`config.mk`:
```
export PLATFORM = sky130hd
export DESIGN_NAME = gif_container_stream_parser
export DESIGN_NICKNAME = d
export VERILOG_FILES = /design/src/rtl/core/gcp_pkg.sv /design/src/rtl/core/gcp_parser.sv /design/src/rtl/core/gcp_out_buf.sv /design/src/rtl/core/gif_container_stream_parser.sv
export SDC_FILE = /design/constraint.sdc
export NUM_CORES = 1
export LEC_CHECK = 0
export BUFFER_PORTS_ARGS = -buffer_cell sky130_fd_sc_hd__buf_2
export CAP_MARGIN = 30
export CORE_MARGIN = 3
export CORE_UTILIZATION = 47
export DETAILED_ROUTE_END_ITERATION = 8
export GPL_ROUTABILITY_DRIVEN = 0
export PLACE_DENSITY = 0.65
export SLEW_MARGIN = 10
export SYNTH_ARGS = -nofsm -noshare
export SYNTH_HDL_FRONTEND = slang
export SYNTH_SLANG_ARGS = --single-unit
```
`constraint.sdc`:
```
create_clock -name clk_i -period 10.7 [get_ports clk_i]
set_clock_uncertainty 0.05 [all_clocks]
set_input_delay 0.535 -clock clk_i [delete_from_list [all_inputs] [get_ports clk_i]]
set_output_delay 0.535 -clock clk_i [all_outputs]
set_load 0.03 [all_outputs]
```
`src/rtl/core/gcp_pkg.sv`:
```
// Shared types, codes and helpers of the GIF container stream parser.
`default_nettype none

package gcp_pkg;

  typedef enum logic [2:0] {
    EV_SCREEN  = 3'd0,
    EV_PAL     = 3'd1,
    EV_IMAGE   = 3'd2,
    EV_DATA    = 3'd3,
    EV_END     = 3'd4,
    EV_TRAILER = 3'd5,
    EV_ERROR   = 3'd6
  } event_e;

  localparam int unsigned PhaseW = 4;

  localparam logic [PhaseW-1:0] PH_SIG      = 4'd0;
  localparam logic [PhaseW-1:0] PH_LSD      = 4'd1;
  localparam logic [PhaseW-1:0] PH_GPAL     = 4'd2;
  localparam logic [PhaseW-1:0] PH_INTRO    = 4'd3;
  localparam logic [PhaseW-1:0] PH_IDESC    = 4'd4;
  localparam logic [PhaseW-1:0] PH_LPAL     = 4'd5;
  localparam logic [PhaseW-1:0] PH_CODESIZE = 4'd6;
  localparam logic [PhaseW-1:0] PH_BLKLEN   = 4'd7;
  localparam logic [PhaseW-1:0] PH_BLKDATA  = 4'd8;
  localparam logic [PhaseW-1:0] PH_EXTLABEL = 4'd9;
  localparam logic [PhaseW-1:0] PH_DONE     = 4'd10;
  localparam logic [PhaseW-1:0] PH_HALT     = 4'd11;

  localparam logic [7:0] INTRO_IMAGE   = 8'h2C;
  localparam logic [7:0] INTRO_EXT     = 8'h21;
  localparam logic [7:0] INTRO_TRAILER = 8'h3B;

  localparam logic [7:0] SIG_G      = 8'h47;
  localparam logic [7:0] SIG_I      = 8'h49;
  localparam logic [7:0] SIG_F      = 8'h46;
  localparam logic [7:0] SIG_EIGHT  = 8'h38;
  localparam logic [7:0] SIG_SEVEN  = 8'h37;
  localparam logic [7:0] SIG_NINE   = 8'h39;
  localparam logic [7:0] SIG_A      = 8'h61;

  localparam int unsigned TdataW = 104;
  localparam int unsigned TuserW = 3;

  typedef struct packed {
    event_e      event_res;
    logic [7:0]  data_byte;
    logic [15:0] width_px;
    logic [15:0] height_px;
    logic [15:0] left_px;
    logic [15:0] top_px;
    logic        interlaced;
    logic [7:0]  lzw_code_bits;
    logic [8:0]  palette_entries;
    logic        sorted_palette;
    logic        version_89a;
    logic [7:0]  image_index;
  } result_t;

  typedef struct packed {
    logic       fire;
    logic [7:0] file_byte;
  } in_word_t;

  typedef struct packed {
    logic    valid;
    result_t res;
  } res_word_t;

  function automatic logic [8:0] table_entries(input logic [2:0] size_code);
    table_entries = 9'd2 << size_code;
  endfunction

endpackage

`default_nettype wire

```
`src/rtl/core/gcp_parser.sv`:
```
// Phase machine that parses one file byte per cycle while bytes are accepted and forms its result word.
`default_nettype none

module gcp_parser (
  input  wire logic              clk_i,
  input  wire logic              rst_ni,
  input  wire gcp_pkg::in_word_t in_i,
  output gcp_pkg::res_word_t     out_o
);

  logic [gcp_pkg::PhaseW-1:0] phase_q, phase_d;
  logic [9:0]  pos_q, pos_d;
  logic [7:0]  remain_q, remain_d;
  logic [7:0]  sflags_q, sflags_d;
  logic        v89_q, v89_d;
  logic [15:0] words_q [4];
  logic [15:0] words_d [4];
  logic [7:0]  iflags_q, iflags_d;
  logic [7:0]  images_q, images_d;
  logic        in_img_q, in_img_d;

  logic [7:0]  b;
  logic [2:0]  sig_pos;
  logic [7:0]  sig_expect;
  logic [8:0]  pal_n;
  logic [9:0]  pal_last;
  logic [8:0]  img_n;
  logic [2:0]  img_code;
  logic [3:0]  lzw_need;
  logic        img_sorted;
  logic        has_res;
  gcp_pkg::result_t res;

  assign b = in_i.file_byte;

  always_comb begin
    sig_pos = (pos_q < 10'd6) ? pos_q[2:0] : 3'd5;
    unique case (sig_pos)
      3'd0:    sig_expect = gcp_pkg::SIG_G;
      3'd1:    sig_expect = gcp_pkg::SIG_I;
      3'd2:    sig_expect = gcp_pkg::SIG_F;
      3'd3:    sig_expect = gcp_pkg::SIG_EIGHT;
      default: sig_expect = gcp_pkg::SIG_A;
    endcase
  end

  assign pal_n    = gcp_pkg::table_entries((phase_q == gcp_pkg::PH_GPAL) ?
                                           sflags_q[2:0] : iflags_q[2:0]);
  assign pal_last = ({1'b0, pal_n} << 1) + {1'b0, pal_n} - 10'd1;

  assign img_code   = iflags_q[7] ? iflags_q[2:0] : sflags_q[2:0];
  assign img_n      = gcp_pkg::table_entries(img_code);
  assign lzw_need   = (img_code == 3'd0) ? 4'd2 : ({1'b0, img_code} + 4'd1);
  assign img_sorted = v89_q & (iflags_q[7] ? iflags_q[5] : sflags_q[3]);

  always_comb begin
    phase_d  = phase_q;
    pos_d    = pos_q;
    remain_d = remain_q;
    sflags_d = sflags_q;
    v89_d    = v89_q;
    words_d  = words_q;
    iflags_d = iflags_q;
    images_d = images_q;
    in_img_d = in_img_q;
    has_res  = 1'b0;
    res      = '0;

    unique case (phase_q) inside
      gcp_pkg::PH_SIG: begin
        if (sig_pos == 3'd4) begin
          if (b == gcp_pkg::SIG_SEVEN) begin
            v89_d = 1'b0;
          end else if (b == gcp_pkg::SIG_NINE) begin
            v89_d = 1'b1;
          end else begin
            has_res = 1'b1;
          end
        end else if (b != sig_expect) begin
          has_res = 1'b1;
        end
        if (has_res) begin
          phase_d       = gcp_pkg::PH_HALT;
          res.event_res = gcp_pkg::EV_ERROR;
        end else if (sig_pos == 3'd5) begin
          phase_d = gcp_pkg::PH_LSD;
          pos_d   = '0;
        end else begin
          pos_d = {7'd0, sig_pos} + 10'd1;
        end
      end
      gcp_pkg::PH_LSD: begin
        if (pos_q < 10'd4) begin
          if (pos_q[0]) words_d[pos_q[2:1]][15:8] = b;
          else          words_d[pos_q[2:1]][7:0]  = b;
        end else if (pos_q == 10'd4) begin
          sflags_d = b;
        end
        if (pos_q < 10'd6) begin
          pos_d = pos_q + 10'd1;
        end else begin
          has_res       = 1'b1;
          res.event_res = gcp_pkg::EV_SCREEN;
          res.width_px  = words_q[0];
          res.height_px = words_q[1];
          res.version_89a = v89_q;
          if (sflags_q[7]) begin
            res.palette_entries = gcp_pkg::table_entries(sflags_q[2:0]);
            res.sorted_palette  = v89_q & sflags_q[3];
            phase_d = gcp_pkg::PH_GPAL;
          end else begin
            phase_d = gcp_pkg::PH_INTRO;
          end
          pos_d = '0;
        end
      end
      gcp_pkg::PH_GPAL, gcp_pkg::PH_LPAL: begin
        has_res       = 1'b1;
        res.event_res = gcp_pkg::EV_PAL;
        res.data_byte = b;
        if (pos_q >= pal_last) begin
          phase_d = (phase_q == gcp_pkg::PH_GPAL) ? gcp_pkg::PH_INTRO : gcp_pkg::PH_CODESIZE;
          pos_d   = '0;
        end else begin
          pos_d = pos_q + 10'd1;
        end
      end
      gcp_pkg::PH_INTRO: begin
        pos_d = '0;
        if (b == gcp_pkg::INTRO_IMAGE) begin
          phase_d = gcp_pkg::PH_IDESC;
        end else if (b == gcp_pkg::INTRO_EXT) begin
          phase_d = gcp_pkg::PH_EXTLABEL;
        end else if (b == gcp_pkg::INTRO_TRAILER) begin
          phase_d       = gcp_pkg::PH_DONE;
          has_res       = 1'b1;
          res.event_res = gcp_pkg::EV_TRAILER;
        end else begin
          phase_d       = gcp_pkg::PH_HALT;
          has_res       = 1'b1;
          res.event_res = gcp_pkg::EV_ERROR;
        end
      end
      gcp_pkg::PH_IDESC: begin
        if (pos_q < 10'd8) begin
          if (pos_q[0]) words_d[pos_q[2:1]][15:8] = b;
          else          words_d[pos_q[2:1]][7:0]  = b;
          pos_d = pos_q + 10'd1;
        end else begin
          iflags_d = b;
          pos_d    = '0;
          if (b[7]) begin
            phase_d = gcp_pkg::PH_LPAL;
          end else if (!sflags_q[7]) begin
            phase_d       = gcp_pkg::PH_HALT;
            has_res       = 1'b1;
            res.event_res = gcp_pkg::EV_ERROR;
          end else begin
            phase_d = gcp_pkg::PH_CODESIZE;
          end
        end
      end
      gcp_pkg::PH_CODESIZE: begin
        has_res = 1'b1;
        if (b != {4'd0, lzw_need}) begin
          phase_d       = gcp_pkg::PH_HALT;
          res.event_res = gcp_pkg::EV_ERROR;
        end else begin
          res.event_res       = gcp_pkg::EV_IMAGE;
          res.width_px        = words_q[2];
          res.height_px       = words_q[3];
          res.left_px         = words_q[0];
          res.top_px          = words_q[1];
          res.interlaced      = iflags_q[6];
          res.lzw_code_bits   = b;
          res.palette_entries = img_n;
          res.sorted_palette  = img_sorted;
          res.version_89a     = v89_q;
          res.image_index     = images_q;
          if (images_q != 8'hFF) images_d = images_q + 8'd1;
          in_img_d = 1'b1;
          phase_d  = gcp_pkg::PH_BLKLEN;
          pos_d    = '0;
        end
      end
      gcp_pkg::PH_EXTLABEL: begin
        in_img_d = 1'b0;
        phase_d  = gcp_pkg::PH_BLKLEN;
      end
      gcp_pkg::PH_BLKLEN: begin
        if (b == 8'd0) begin
          phase_d = gcp_pkg::PH_INTRO;
          if (in_img_q) begin
            in_img_d      = 1'b0;
            has_res       = 1'b1;
            res.event_res = gcp_pkg::EV_END;
          end
        end else begin
          remain_d = b;
          phase_d  = gcp_pkg::PH_BLKDATA;
        end
      end
      gcp_pkg::PH_BLKDATA: begin
        if (remain_q <= 8'd1) begin
          remain_d = '0;
          phase_d  = gcp_pkg::PH_BLKLEN;
        end else begin
          remain_d = remain_q - 8'd1;
        end
        if (in_img_q) begin
          has_res       = 1'b1;
          res.event_res = gcp_pkg::EV_DATA;
          res.data_byte = b;
        end
      end
      default: begin
      end
    endcase
  end

  always_ff @(posedge clk_i or negedge rst_ni) begin
    if (!rst_ni) begin
      phase_q  <= gcp_pkg::PH_SIG;
      pos_q    <= '0;
      remain_q <= '0;
      sflags_q <= '0;
      v89_q    <= 1'b0;
      words_q  <= '{default: '0};
      iflags_q <= '0;
      images_q <= '0;
      in_img_q <= 1'b0;
    end else if (in_i.fire) begin
      phase_q  <= phase_d;
      pos_q    <= pos_d;
      remain_q <= remain_d;
      sflags_q <= sflags_d;
      v89_q    <= v89_d;
      words_q  <= words_d;
      iflags_q <= iflags_d;
      images_q <= images_d;
      in_img_q <= in_img_d;
    end
  end

  assign out_o.valid = in_i.fire & has_res;
  assign out_o.res   = res;

endmodule

`default_nettype wire

```
`src/rtl/core/gcp_out_buf.sv`:
```
// Result register with a skid stage so input acceptance survives an output stall.
`default_nettype none

module gcp_out_buf (
  input  wire logic               clk_i,
  input  wire logic               rst_ni,
  input  wire gcp_pkg::res_word_t in_i,
  output logic                    ready_o,
  output logic                    valid_o,
  input  wire logic               ready_i,
  output gcp_pkg::result_t        res_o
);

  logic             out_valid_q, out_valid_d;
  logic             skid_valid_q, skid_valid_d;
  gcp_pkg::result_t out_q, skid_q;
  logic             out_free;

  assign out_free = !out_valid_q || ready_i;
  assign ready_o  = !skid_valid_q;

  always_comb begin
    out_valid_d  = out_valid_q;
    skid_valid_d = skid_valid_q;
    if (skid_valid_q) begin
      if (ready_i) begin
        out_valid_d  = 1'b1;
        skid_valid_d = 1'b0;
      end
    end else if (out_free) begin
      out_valid_d = in_i.valid;
    end else if (in_i.valid) begin
      skid_valid_d = 1'b1;
    end
  end

  always_ff @(posedge clk_i or negedge rst_ni) begin
    if (!rst_ni) begin
      out_valid_q  <= 1'b0;
      skid_valid_q <= 1'b0;
    end else begin
      out_valid_q  <= out_valid_d;
      skid_valid_q <= skid_valid_d;
    end
  end

  always_ff @(posedge clk_i) begin
    if (skid_valid_q) begin
      if (ready_i) out_q <= skid_q;
    end else if (out_free) begin
      if (in_i.valid) out_q <= in_i.res;
    end else if (in_i.valid) begin
      skid_q <= in_i.res;
    end
  end

  assign valid_o = out_valid_q;
  assign res_o   = out_q;

endmodule

`default_nettype wire

```
`src/rtl/core/gif_container_stream_parser.sv`:
```
// Top level of the GIF container stream parser: byte stream in, parse event words out.
//
//  Channel   Dir  Payload                                 Accepted when
//  s_axis    in   tdata[7:0] = file_byte                  s_axis_tvalid_i && s_axis_tready_o
//  m_axis    out  tdata = result fields, tuser = event    m_axis_tvalid_o && m_axis_tready_i
//
// Each byte yields at most one event word, which is registered in the output stage before it appears.
// The phase machine in the parser decodes every byte combinationally and registers its state when the byte is taken.
// A two-entry output stage keeps taking bytes while a result word is stalled.
// The input stalls only while both entries of the output stage hold words.
// Reset returns the parser to expecting the signature and empties the output stage.
`default_nettype none

module gif_container_stream_parser (
  input  wire logic                          clk_i,
  input  wire logic                          rst_ni,
  input  wire logic                          s_axis_tvalid_i,
  output logic                               s_axis_tready_o,
  // [7:0] file_byte
  input  wire logic [7:0]                    s_axis_tdata_i,
  output logic                               m_axis_tvalid_o,
  input  wire logic                          m_axis_tready_i,
  // [7:0] data_byte, [23:8] width_px, [39:24] height_px, [55:40] left_px,
  // [71:56] top_px, [72] interlaced, [80:73] lzw_code_bits, [89:81] palette_entries,
  // [90] sorted_palette, [91] version_89a, [99:92] image_index, [103:100] zero
  output logic [gcp_pkg::TdataW-1:0]         m_axis_tdata_o,
  // [2:0] event_res
  output logic [gcp_pkg::TuserW-1:0]         m_axis_tuser_o
);

  gcp_pkg::in_word_t  in_word;
  gcp_pkg::res_word_t res_word;
  gcp_pkg::result_t   res;

  assign in_word.fire      = s_axis_tvalid_i & s_axis_tready_o;
  assign in_word.file_byte = s_axis_tdata_i;

  gcp_parser u_parser (
    .clk_i  (clk_i),
    .rst_ni (rst_ni),
    .in_i   (in_word),
    .out_o  (res_word)
  );

  gcp_out_buf u_out_buf (
    .clk_i   (clk_i),
    .rst_ni  (rst_ni),
    .in_i    (res_word),
    .ready_o (s_axis_tready_o),
    .valid_o (m_axis_tvalid_o),
    .ready_i (m_axis_tready_i),
    .res_o   (res)
  );

  assign m_axis_tuser_o = res.event_res;
  assign m_axis_tdata_o = {4'd0, res.image_index, res.version_89a, res.sorted_palette,
                           res.palette_entries, res.lzw_code_bits, res.interlaced,
                           res.top_px, res.left_px, res.height_px, res.width_px,
                           res.data_byte};

endmodule

`default_nettype wire

```
==> metrics.txt <==
Fillers=2492; detailed placer's ending HPWL=19800 um; f_max=147 MHz; commonest non-fill, non-tap cells in the layout=edfxtp_1, mux2_2, buf_2; fin crit share=63.5%; register area share after synthesis=61.0%; diode count=0; vias per cell=5.60; Worst EP arrival=7140 ps; Die X=182 um; setup TNS=0 ps; status=finished clean; element type at the critical path end=register; Vias=8924; RSZ-0062 raised after global routing=false; Total Wirelength=30500 um; die height=182 um; crit-path max cell delay=930 ps; dpl cells=1530; # rows=63; first-pass GRT wire length=49100 um; Syn. warnings=0; final setup violation count=0; final worst slack=3910 ps; Gate Count Post-Synth=1077; post-route ant nets=0; crit path launch type=register; largest net degree at the start of global routing=87; CTS root buffer=clkbuf_16; synthesized area=0.0145 mm^2; CTS tree=built; pwr/cell area=150 mW/mm^2; EDFF count, synth=204; Top cell by count, worst path=ha_1; # H-tree levels=2; GRT Total Usage=18.4%; Final min period=6790 ps; Peak VDD IR=0.0000968 V; Pins Over Slew Limit=0; Avg Cell Area, Syn=13.5 um^2; Post-synth top flop=edfxtp_1; hold buffers post-CTS=0; Pwr Total=0.00248 W; delay-heaviest family, CP=compound AO/OA/AOI/OAI gates; vias in the first global route=8961; post-place setup slack=4020 ps; commonest non-fill, non-tap cell in the layout=edfxtp_1; Finished Layout Cells=1593; leak pwr=6.75 nW; Worst Max-Slew Pin Slew=1150 ps; Final Hold Vio Count=0; max cap viols=0; CP Cell Sequence=nor4b_2 > mux2i_1 > nand2_1 > ha_1 > inv_1 > ha_1 > a21oi_1 > nor2b_1 > o21ai_0 > nand2b_1 > a221oi_1 > xnor2_1 > ha_1 > nand4_1 > or4_1 > a32oi_1 > o2111ai_1 > mux2_2; ys async rst share=34.8%; clock net sink count=313; critical path type=register to register; share of cells above drive strength 1=30.1%; Nets=1221; Post-CTS Setup Bufs=0; drt first pass iters=5; Synth cell types=70; CORE AREA=0.0300 mm^2; worst-path cell with the longest stage delay=a32oi_1; Worst Path Max Fanout=23; Critical Path RT=11050 ps; worst path bufs/invs=1; total global routing overflow=0; IO Pins=121; drt wl/cell=19.2 um; post-cts resize count=0; Remaining DRCs=0; clk_lat worst skew=510 ps; synthesis-stage register bit count=313; DIE AREA=0.0330 mm^2; Area Growth Syn to Fin=14.1%; Port Buf Inserts=115; Initial Util=48.3%; Slew HR=23.3%; worst hold slack=24.6 ps; Max clock buf depth=3; TritonCTS buffer count=34; Initial DRC Count=597; initial antenna violation count=0; worst hold path class=input pin to asynchronous set/reset pin; Worst-path clk slew=60 ps
[cell usage after synthesis, drive strengths merged (5+ instances only)]
library cell | n | area [um^2]
edfxtp | 204 | 6130
mux2 | 175 | 1970
dfrtp | 109 | 2730
clkbuf | 59 | 221
and2 | 55 | 344
nand2 | 46 | 173
nor2 | 46 | 173
o21ai | 40 | 200
a22o | 32 | 280
ha | 32 | 400
inv | 30 | 113
a21oi | 27 | 135
nor2b | 18 | 113
and3 | 17 | 106
nand3 | 14 | 70.1
nor3 | 13 | 70.1
xnor2 | 13 | 114
buf | 9 | 56.3
o41ai | 9 | 78.8
or3 | 9 | 56.3
mux2i | 8 | 80.1
nand2b | 8 | 50.1
nand4 | 8 | 50.1
nor4 | 8 | 56.3
o31ai | 7 | 52.6
a211oi | 6 | 50.1
nor3b | 6 | 50.1
xor2 | 6 | 52.6
o211ai | 5 | 37.5
[sequential cells by signal (all words and copies together), names as in the netlist]
name                    count
u_out_buf.res_o           102
u_out_buf.skid_q          102
u_out_buf.skid_valid_q      1
u_out_buf.valid_o           1
u_parser.iflags_q           6
u_parser.images_q           8
u_parser.in_img_q           1
u_parser.phase_q            4
u_parser.pos_q             10
u_parser.remain_q           8
u_parser.sflags_q           5
u_parser.v89_q              1
u_parser.words_q           64
[path summary, 6_finish.rpt]
| check | start | end | slack (ps) | cells past startpoint |
|---|---|---|---|---|
| min | rst_ni | u_parser.pos_q[9] | 20 | 1 |
| max | u_parser.phase_q[1] | u_parser.phase_q[2] | 3910 | 18 |
| max in group asynchronous | rst_ni | u_parser.words_q[0] | 9330 | 2 |
| max reg2reg | u_parser.phase_q[1] | u_parser.phase_q[2] | 3910 | 18 |
| min in group clk_i | m_axis_tready_i | u_out_buf.skid_valid_q | 180 | 2 |
| min reg2reg | u_parser.images_q[5] | u_parser.images_q[5] | 440 | 1 |
[layout make-up]
type | instances | area, um^2 | share of cell area [%]
repair buffers | 124 | 646 | 3.90
clock inverters | 13 | 183 | 1.10
inverters | 30 | 115 | 0.696
clock buffers | 49 | 937 | 5.66
flip-flops and latches | 313 | 8850 | 53.5
well taps | 390 | 488 | 2.95
multi-input cells | 674 | 5320 | 32.2
[power breakdown]
group | switching (W) | leakage [nW] | internal (W) | total, W
Clock | 0.000461 | 0.540 | 0.000710 | 0.00117
Sequential | 0.0000000000758 | 3.17 | 0.00128 | 0.00128
Combinational | 0.0000281 | 3.04 | 0.00000554 | 0.0000337
Total | 0.000489 | 6.75 | 0.00199 | 0.00248
[through the flow]
| stage | utilization [%] | instance area [um^2] |
|---|---|---|
| floorplan | - | 14500 |
| global placement | 51.3 | 15400 |
| detailed placement | 51.3 | 15400 |
| CTS | 55.1 | 16500 |
| global route | 55.1 | 16500 |
| finish | 55.1 | 16500 |
[kinds of logic after synthesis]
logic type / count (synthesis) / share of synthesized area, %
adder cells (fa/ha/maj): 32 / 2.76
flip-flops: 313 / 61.0
AO/OA/AOI/OAI: 166 / 8.05
buffers and inverters: 98 / 2.69
XOR/XNOR: 19 / 1.15
other: 1 / 0.0259
multiplexers: 183 / 14.2
AND/OR/NAND/NOR: 265 / 10.1
[layer usage]
layer  track usage [%]  up-vias  share of wire [%]
met5                 0        -                  0
met3              3.33       63                5.1
li1                  -     4232                  -
met4              5.21        0                2.5
met2              29.8      221                 48
met1              25.6     4408                 45
No activity file was read; power rests on OpenSTA's default activity.
